## src/rtl/mqcf_pkg.sv

```systemverilog
package mqcf_pkg;

  // block configuration
  localparam int DEPTH       = 8;
  localparam int QUEUES      = 4;
  localparam int VALUE_WIDTH = 32;

  // fixed field widths
  localparam int CMD_W      = 2;
  localparam int QIDX_W     = 2;
  localparam int IN_VALUE_W = 32;
  localparam int STATUS_W   = 2;
  localparam int DATA_W     = 32;

  // derived widths
  localparam int SLOT_W      = $clog2(DEPTH);
  localparam int CNT_W       = $clog2(DEPTH + 1);
  localparam int Q_W         = (QUEUES > 1) ? $clog2(QUEUES) : 1;
  localparam int STORE_DEPTH = QUEUES * DEPTH;
  localparam int ADDR_W      = (STORE_DEPTH > 1) ? $clog2(STORE_DEPTH) : 1;

  typedef enum logic [CMD_W-1:0] {
    CMD_INSERT = 2'd0,
    CMD_REMOVE = 2'd1,
    CMD_LIST   = 2'd2
  } cmd_t;

  typedef enum logic [STATUS_W-1:0] {
    ST_OK    = 2'd0,
    ST_FULL  = 2'd1,
    ST_EMPTY = 2'd2
  } status_t;

  typedef enum logic [1:0] {
    S_IDLE,
    S_DECODE,
    S_READ,
    S_EMIT
  } state_t;

  // request to the slot address unit
  typedef struct packed {
    logic [Q_W-1:0]    queue;
    logic [SLOT_W-1:0] head;
    logic [CNT_W-1:0]  offset;
  } addr_req_t;

  // slot within the queue and flat store address
  typedef struct packed {
    logic [SLOT_W-1:0] slot;
    logic [ADDR_W-1:0] addr;
  } addr_rsp_t;

endpackage

```

## src/rtl/mqcf_in_if.sv

```systemverilog
interface mqcf_in_if;
  import mqcf_pkg::*;

  logic                         valid;
  logic                         ready;
  logic [CMD_W-1:0]             command;
  logic [QIDX_W-1:0]            queue_index;
  logic signed [IN_VALUE_W-1:0] value;

  modport source (output valid, command, queue_index, value, input ready);
  modport sink (input valid, command, queue_index, value, output ready);
endinterface

```

## src/rtl/mqcf_out_if.sv

```systemverilog
interface mqcf_out_if;
  import mqcf_pkg::*;

  logic                     valid;
  logic                     ready;
  logic [STATUS_W-1:0]      status;
  logic signed [DATA_W-1:0] data;
  logic                     last;

  modport source (output valid, status, data, last, input ready);
  modport sink (input valid, status, data, last, output ready);
endinterface

```

## src/rtl/multi_queue_circular_fifo.sv

```systemverilog
// Bank of four circular queues sharing one store of QUEUES*DEPTH words.
// in_ch carries command, queue_index and value; out_ch carries status, data
// and last. Both are valid/ready channels; a word moves when both are high.
// Insert appends value (status full and dropped when the queue is full),
// remove pops the oldest word (status empty when none), list returns every
// held word oldest first without changing state. Each command returns one
// word, list returns one per held entry; the final one has last set.
// Command code three or an out-of-range queue is taken and ignored.
// A sequencer drives one slot address unit and one store read port.
// in_ch is ready only when idle. Insert goes from decode to emit. Remove,
// and list of a held queue, go from decode through a store read to emit;
// list then repeats the read and emit for each further word. Empty cases
// go from decode straight to emit.
// A stall on out_ch holds the result word and the sequencer in place.
// Reset empties all queues and returns the sequencer to idle; store words
// need no clearing since only held entries are read.
module multi_queue_circular_fifo (
  input logic       clk,
  input logic       rst,
  mqcf_in_if.sink   in_ch,
  mqcf_out_if.source out_ch
);
  import mqcf_pkg::*;

  state_t state;
  state_t state_next;

  logic [CMD_W-1:0]       cmd;
  logic [Q_W-1:0]         q;
  logic [VALUE_WIDTH-1:0] val;
  logic [CNT_W-1:0]       idx;

  logic [SLOT_W-1:0] head_slot [QUEUES];
  logic [CNT_W-1:0]  entry_count [QUEUES];

  status_t           out_status;
  logic [DATA_W-1:0] out_data;
  logic              out_last;

  logic [SLOT_W-1:0] head;
  logic [CNT_W-1:0]  cnt;
  logic              accept;
  logic              cmd_known;
  logic              is_full;
  logic              is_empty;

  addr_req_t req;
  addr_rsp_t rsp;
  logic [CNT_W-1:0] offset;

  logic                   ram_we;
  logic                   ram_re;
  logic [VALUE_WIDTH-1:0] ram_rdata;

  assign head     = head_slot[q];
  assign cnt      = entry_count[q];
  assign is_full  = (cnt == CNT_W'(DEPTH));
  assign is_empty = (cnt == '0);
  assign accept   = in_ch.valid && in_ch.ready;
  assign cmd_known = (in_ch.command == CMD_INSERT) || (in_ch.command == CMD_REMOVE) ||
                     (in_ch.command == CMD_LIST);

  // shared slot address unit
  assign req.queue  = q;
  assign req.head   = head;
  assign req.offset = offset;

  mqcf_addr u_addr (
    .req (req),
    .rsp (rsp)
  );

  mqcf_ram #(
    .WIDTH (VALUE_WIDTH),
    .DEPTH (STORE_DEPTH)
  ) u_store (
    .clk   (clk),
    .we    (ram_we),
    .waddr (rsp.addr),
    .wdata (val),
    .re    (ram_re),
    .raddr (rsp.addr),
    .rdata (ram_rdata)
  );

  // state register
  always_ff @(posedge clk) begin
    if (rst) begin
      state <= S_IDLE;
    end else begin
      state <= state_next;
    end
  end

  // next state, store strobes and address offset
  always_comb begin
    state_next   = state;
    ram_we       = 1'b0;
    ram_re       = 1'b0;
    offset       = '0;
    in_ch.ready  = 1'b0;
    out_ch.valid = 1'b0;
    case (state)
      S_IDLE: begin
        in_ch.ready = 1'b1;
        if (in_ch.valid && cmd_known && (int'(in_ch.queue_index) < QUEUES)) begin
          state_next = S_DECODE;
        end
      end
      S_DECODE: begin
        case (cmd)
          CMD_INSERT: begin
            offset     = cnt;
            ram_we     = !is_full;
            state_next = S_EMIT;
          end
          CMD_REMOVE, CMD_LIST: begin
            ram_re     = !is_empty;
            state_next = is_empty ? S_EMIT : S_READ;
          end
          default: begin
            state_next = S_IDLE;
          end
        endcase
      end
      S_READ: begin
        // slot after head, used when a remove retires the head
        offset     = CNT_W'(1);
        state_next = S_EMIT;
      end
      S_EMIT: begin
        out_ch.valid = 1'b1;
        offset       = idx + CNT_W'(1);
        if (out_ch.ready) begin
          if ((cmd == CMD_LIST) && !out_last) begin
            ram_re     = 1'b1;
            state_next = S_READ;
          end else begin
            state_next = S_IDLE;
          end
        end
      end
      default: begin
        state_next = S_IDLE;
      end
    endcase
  end

  // queue pointers and fill counts
  always_ff @(posedge clk) begin
    if (rst) begin
      for (int i = 0; i < QUEUES; i++) begin
        head_slot[i]   <= '0;
        entry_count[i] <= '0;
      end
    end else begin
      if (state == S_DECODE && cmd == CMD_INSERT && !is_full) begin
        entry_count[q] <= cnt + CNT_W'(1);
      end
      if (state == S_READ && cmd == CMD_REMOVE) begin
        head_slot[q]   <= rsp.slot;
        entry_count[q] <= cnt - CNT_W'(1);
      end
    end
  end

  // command latch, walk index and result word
  always_ff @(posedge clk) begin
    if (rst) begin
      q <= '0;
    end else if (accept) begin
      cmd <= in_ch.command;
      q   <= Q_W'(in_ch.queue_index);
      val <= VALUE_WIDTH'($unsigned(in_ch.value));
      idx <= '0;
    end
    case (state)
      S_DECODE: begin
        out_data <= '0;
        out_last <= 1'b1;
        if (cmd == CMD_INSERT) begin
          out_status <= is_full ? ST_FULL : ST_OK;
        end else begin
          out_status <= is_empty ? ST_EMPTY : ST_OK;
        end
      end
      S_READ: begin
        out_status <= ST_OK;
        out_data   <= DATA_W'(ram_rdata);
        out_last   <= (cmd == CMD_REMOVE) || ((idx + CNT_W'(1)) == cnt);
      end
      S_EMIT: begin
        if (out_ch.ready && (cmd == CMD_LIST) && !out_last) begin
          idx <= idx + CNT_W'(1);
        end
      end
      default: begin
      end
    endcase
  end

  assign out_ch.status = out_status;
  assign out_ch.data   = out_data;
  assign out_ch.last   = out_last;

`ifndef SYNTH
  // a queue never holds more than its depth
  assert property (@(posedge clk) disable iff (rst) cnt <= CNT_W'(DEPTH))
    else $error("fill count above depth");

  // store is written only into a queue with room
  assert property (@(posedge clk) disable iff (rst) ram_we |-> !is_full)
    else $error("write into full queue");

  // input side is closed while a result word is offered
  assert property (@(posedge clk) disable iff (rst) !(in_ch.ready && out_ch.valid))
    else $error("input open while result pending");

  // final word of a command returns the block to idle
  assert property (@(posedge clk) disable iff (rst)
    (out_ch.valid && out_ch.ready && out_ch.last) |=> in_ch.ready)
    else $error("not idle after final word");
`endif

endmodule

```

## src/rtl/mqcf_ram.sv

```systemverilog
module mqcf_ram #(
  parameter int WIDTH = 32,
  parameter int DEPTH = 32
) (
  input  logic                     clk,
  input  logic                     we,
  input  logic [$clog2(DEPTH)-1:0] waddr,
  input  logic [WIDTH-1:0]         wdata,
  input  logic                     re,
  input  logic [$clog2(DEPTH)-1:0] raddr,
  output logic [WIDTH-1:0]         rdata
);

  logic [WIDTH-1:0] mem [DEPTH];

  // one write port, one registered read port
  always_ff @(posedge clk) begin
    if (we) begin
      mem[waddr] <= wdata;
    end
    if (re) begin
      rdata <= mem[raddr];
    end
  end

endmodule

```

## src/rtl/mqcf_addr.sv

```systemverilog
module mqcf_addr (
  input  mqcf_pkg::addr_req_t req,
  output mqcf_pkg::addr_rsp_t rsp
);
  import mqcf_pkg::*;

  logic [CNT_W:0] sum;
  logic [CNT_W:0] wrapped;

  // head plus offset stays below twice the depth, so one subtract wraps it
  assign sum     = (CNT_W + 1)'(req.head) + (CNT_W + 1)'(req.offset);
  assign wrapped = (sum >= (CNT_W + 1)'(DEPTH)) ? sum - (CNT_W + 1)'(DEPTH) : sum;

  // queue base plus slot
  assign rsp.slot = wrapped[SLOT_W-1:0];
  assign rsp.addr = ADDR_W'(req.queue) * ADDR_W'(DEPTH) + ADDR_W'(wrapped[SLOT_W-1:0]);

endmodule
```

## src/flat_wrapper.sv

```systemverilog
// flat-port wrapper written by rule: the top's interface ports become plain ports
module multi_queue_circular_fifo_flat import mqcf_pkg::*;
  (clk, rst, in_ch_valid, in_ch_command, in_ch_queue_index, in_ch_value, in_ch_ready, out_ch_valid, out_ch_status, out_ch_data, out_ch_last, out_ch_ready);
  mqcf_in_if in_ch_i ();
  mqcf_out_if out_ch_i ();
  input logic clk;
  input logic rst;
  input wire logic [$bits(in_ch_i.valid)-1:0] in_ch_valid;
  input wire logic [$bits(in_ch_i.command)-1:0] in_ch_command;
  input wire logic [$bits(in_ch_i.queue_index)-1:0] in_ch_queue_index;
  input wire logic [$bits(in_ch_i.value)-1:0] in_ch_value;
  output wire logic [$bits(in_ch_i.ready)-1:0] in_ch_ready;
  output wire logic [$bits(out_ch_i.valid)-1:0] out_ch_valid;
  output wire logic [$bits(out_ch_i.status)-1:0] out_ch_status;
  output wire logic [$bits(out_ch_i.data)-1:0] out_ch_data;
  output wire logic [$bits(out_ch_i.last)-1:0] out_ch_last;
  input wire logic [$bits(out_ch_i.ready)-1:0] out_ch_ready;
  assign in_ch_i.valid = in_ch_valid;
  assign in_ch_i.command = in_ch_command;
  assign in_ch_i.queue_index = in_ch_queue_index;
  assign in_ch_i.value = in_ch_value;
  assign in_ch_ready = in_ch_i.ready;
  assign out_ch_valid = out_ch_i.valid;
  assign out_ch_status = out_ch_i.status;
  assign out_ch_data = out_ch_i.data;
  assign out_ch_last = out_ch_i.last;
  assign out_ch_i.ready = out_ch_ready;
  multi_queue_circular_fifo u_core (.clk(clk), .rst(rst), .in_ch(in_ch_i), .out_ch(out_ch_i));
endmodule
```

## config.mk

```make
export PLATFORM = sky130hd
export DESIGN_NAME = multi_queue_circular_fifo_flat
export DESIGN_NICKNAME = d
export VERILOG_FILES = /design/src/rtl/mqcf_pkg.sv /design/src/rtl/mqcf_in_if.sv /design/src/rtl/mqcf_out_if.sv /design/src/rtl/multi_queue_circular_fifo.sv /design/src/rtl/mqcf_ram.sv /design/src/rtl/mqcf_addr.sv /design/src/flat_wrapper.sv
export SDC_FILE = /design/constraint.sdc
export NUM_CORES = 1
export LEC_CHECK = 0
export BUFFER_PORTS_ARGS = -buffer_cell sky130_fd_sc_hd__buf_2
export CORE_UTILIZATION = 56
export CTS_BUF_LIST = sky130_fd_sc_hd__clkbuf_4 sky130_fd_sc_hd__clkbuf_8
export DETAILED_ROUTE_END_ITERATION = 12
export PLACE_DENSITY = 0.73
export SKIP_CTS_REPAIR_TIMING = 1
export SYNTH_ARGS = -nofsm -noshare
export SYNTH_HDL_FRONTEND = slang
export SYNTH_SLANG_ARGS = --single-unit
```

## constraint.sdc

```tcl
create_clock -name clk -period 7.45 [get_ports clk]
set_input_delay 0.3725 -clock clk [delete_from_list [all_inputs] [get_ports clk]]
set_output_delay 0.3725 -clock clk [all_outputs]
set_load 0.02 [all_outputs]
```

==> impl_metrics.py <==
metrics = {
    "status": {
        "outcome": "completed",
    },
    "global_route": {
        "grt_max_degree": 138,
        "overflow": 0,
        "antenna_found_initial": 1,
        "grt_pass1_wl_mm": 155.3,
        "grtUsageTotal_pct": 26.77,
        "grt_pass1_vias": 23360,
    },
    "timing": {
        "rsz0062_at_grt": "no",
        "skew_ns": 0.04227,
        "period_needed_ns": 5.765,
        "finalSetupViolCount": 0,
        "finalCritPeriodShare_pct": 77.38,
        "final_hold_viol_count": 0,
        "hold_slack_ns": 0.01358,
        "tightest_slew_ns": 1.361,
        "slew_headroom_pct": 9.064,
        "fmax_mhz": 173.5,
        "tns_ns": 0,
        "final_max_slew_viol_count": 0,
    },
    "clocking": {
        "cts_tree": "done",
        "clk_path_buf_depth": 3,
        "clock_latency_ns": 0.84,
        "cts_made_buffers": 179,
        "clk_pin_slew_ns": 0.06,
        "cts_sinks": 1163,
        "htreeDepth": 4,
        "clockRootBuffer": "clkbuf_8",
    },
    "final_layout": {
        "n_fill_cell": 5194,
        "fin_area_sq_um": 50800,
        "final_cell_mix": "1153 x edfxtp_1, 250 x mux4_2, 182 x clkbuf_8",
        "final_nets": 2425,
        "multi_input_area_sq_um": 9717,
        "ff_latch_area_sq_um": 34820,
        "layout-drive-gt1-share_pct": 28.37,
        "final_common_cell": "edfxtp_1",
        "areaGrowthSynthToFinish_pct": 13.37,
    },
    "power_and_ir_drop": {
        "p_per_area_nw_per_um2": 275.2,
        "vdd_ir_drop_max_uv": 155.8,
        "p_leak_uw": 0.01619,
        "p_comb_share_pct": 8.9,
        "power_switching_share_pct": 23.12,
        "switchingPower_uw": 3232,
        "seqPwrFrac_pct": 53.3,
        "p_int_uw": 10750,
        "clock_power_share_pct": 37.8,
    },
    "detailed_routing": {
        "vias": 23180,
        "drt_wl_total_mm": 106.7,
        "wl_per_cell_um": 29.97,
        "drtPass1Iterations": 5,
        "dr.first_iter.drc_count": 2664,
        "drc_errors": 0,
        "drt.antenna.violating_nets": 0,
        "drt-vias-per-instance": 6.509,
    },
    "worst_setup_path": {
        "crit_type": "reg2reg",
        "crit_fanout": 137,
        "worstSetupEndpointType": "flop",
        "r2r_setup_slack_ns": 1.69,
        "crit_end": "u_core.u_store.rdata[8]",
        "reg2reg_to": "u_core.u_store.rdata[8]",
        "required_ns": 7.98,
        "worstRegToRegCells": 11,
        "startpoint_type": "flop",
        "arrival_ns": 6.30,
    },
    "worst_hold_path": {
        "hold_path_class": "in2reg",
    },
    "synth": {
        "synth_mux_area_share_pct": 12.64,
        "syn-num-nets": 2186,
        "synth-edff-count": 1153,
        "netlist_area_sq_um": 44810,
        "synth.distinct_cells": 44,
        "ys_ff_latch": 1163,
        "synth_compound_area_share_pct": 3.326,
        "synth_warnings": 0,
        "synth_top_family_by_area": "multiplexers",
        "synth_seq_area_share_pct": 77.72,
        "synth_cells": 2132,
        "synth_xor_area_share_pct": 0.2541,
        "async_flop_share_pct": 0,
        "postSynthAreaPerCell_sq_um": 21.02,
        "synthFlopType": "edfxtp_1",
        "synth-simple-area-share_pct": 4.281,
        "synthAdderAreaFrac_pct": 0.4244,
    },
    "die": {
        "dieArea_sq_um": 81150,
        "coreArea_sq_um": 79130,
        "rows": 103,
        "ios": 77,
        "initial_core_util_pct": 56.63,
        "die_w_um": 284.9,
        "die_h_um": 284.9,
    },
    "placement": {
        "dp_hpwl_mm": 57.49,
        "port_buffers": 76,
        "place_area_sq_um": 46850,
        "gp_congestion": 0.8024,
    },
    "run": {
        "max_cap_violations": 0,
    },
}
sequential cells by signal (all words and copies together), names as in the netlist, named ones only:
name	count
u_core.u_store.rdata	32
u_core.idx	4
u_core.head_slot	12
u_core.out_ch.status	2
u_core.u_store.mem	1024
u_core.val	32
u_core.state	2
u_core.q	2
u_core.cmd	2
u_core.entry_count	16
u_core.out_ch.last	1
u_core.out_ch.data	32
logic make-up after synthesis:
group / count (synthesis)
XOR/XNOR: 13
flip-flops: 1163
AO/OA/AOI/OAI: 208
AND/OR/NAND/NOR: 341
buffers and inverters: 140
multiplexers: 253
adder cells (fa/ha/maj): 14
through the flow:
stage | util, % | instances | worst slack [ns] | power [uW]
floorplan | - | 2132 | 2.142 | 8439
global placement | 59.15 | 3198 | 1.839 | 8789
detailed placement | 59.20 | 3200 | 1.777 | 8818
CTS | 63.69 | 3520 | 1.739 | 14050
global route | 64.20 | 3561 | 1.488 | 14440
finish | 64.20 | 3561 | 1.685 | 13980
power by group through the flow:
| stage | Combinational (uW) | Clock, uW | Sequential (uW) |
|---|---|---|---|
| detailed placement | 1240 | 0 | 7580 |
| finish | 1250 | 5290 | 7450 |
| floorplan | 868 | 0 | 7570 |
| global route | 1330 | 5650 | 7460 |
| global placement | 1220 | 0 | 7570 |
| CTS | 1240 | 5360 | 7450 |
critical path: stages, from the launching register on:
cell and delay [ns]:
dfxtp_1 0.66, mux4_2 0.69, and2_1 0.18, buf_4 0.24
nor2_4 0.15, nor2_1 0.10, fa_4 0.90, buf_4 0.69
buf_12 0.66, mux4_2 0.41, a22oi_1 0.38, nand4_1 0.14
cell usage after synthesis, types with 14 or more instances:
master    number  area share (%)
edfxtp_1    1153              77
mux4_2       250              13
a22oi_1      120             2.0
clkbuf_1      96            0.80
nor2_1        68            0.57
nor3b_1       54            0.90
nand2_1       51            0.43
nor3_1        39            0.44
and2_1        34            0.47
nand4_1       34            0.47
o22ai_1       29            0.40
and3b_1       27            0.53
o211ai_1      26            0.44
buf_2         20            0.22
inv_1         14            0.12
layer usage:
layer | vias up | wire (um) | track usage [%]
li1 | 9451 | - | -
met1 | 12080 | 40520 | 36.82
met2 | 1420 | 52620 | 42.88
met3 | 231 | 10300 | 5.392
met4 | 0 | 3281 | 10.11
met5 | - | 0 | 0
worst min-delay path by stage:
stage,start,to,depth (start not counted),slack [ns]
3_5_place_dp,u_core.idx[1],u_core.idx[1],2,0.51
6_report,in_ch_valid,u_core.q[1],4,0.01
4_1_cts,in_ch_value[16],u_core.val[16],1,-0.35
2_1_floorplan,in_ch_command[0],u_core.cmd[0],0,0.47
3_3_place_gp,u_core.idx[1],u_core.idx[1],2,0.50
5_1_grt,in_ch_valid,u_core.state[0],5,0.01
layout make-up:
cell class              count  share of cell area, %
clock buffers             225                  5.566
multi-input cells         829                  19.13
repair buffers            184                  2.640
diodes                      1               0.004926
well taps                1050                  2.586
flip-flops and latches   1163                  68.55
inverters                  14                 0.1034
clock inverters            95                  1.421
No activity file was read; power rests on OpenSTA's default activity.
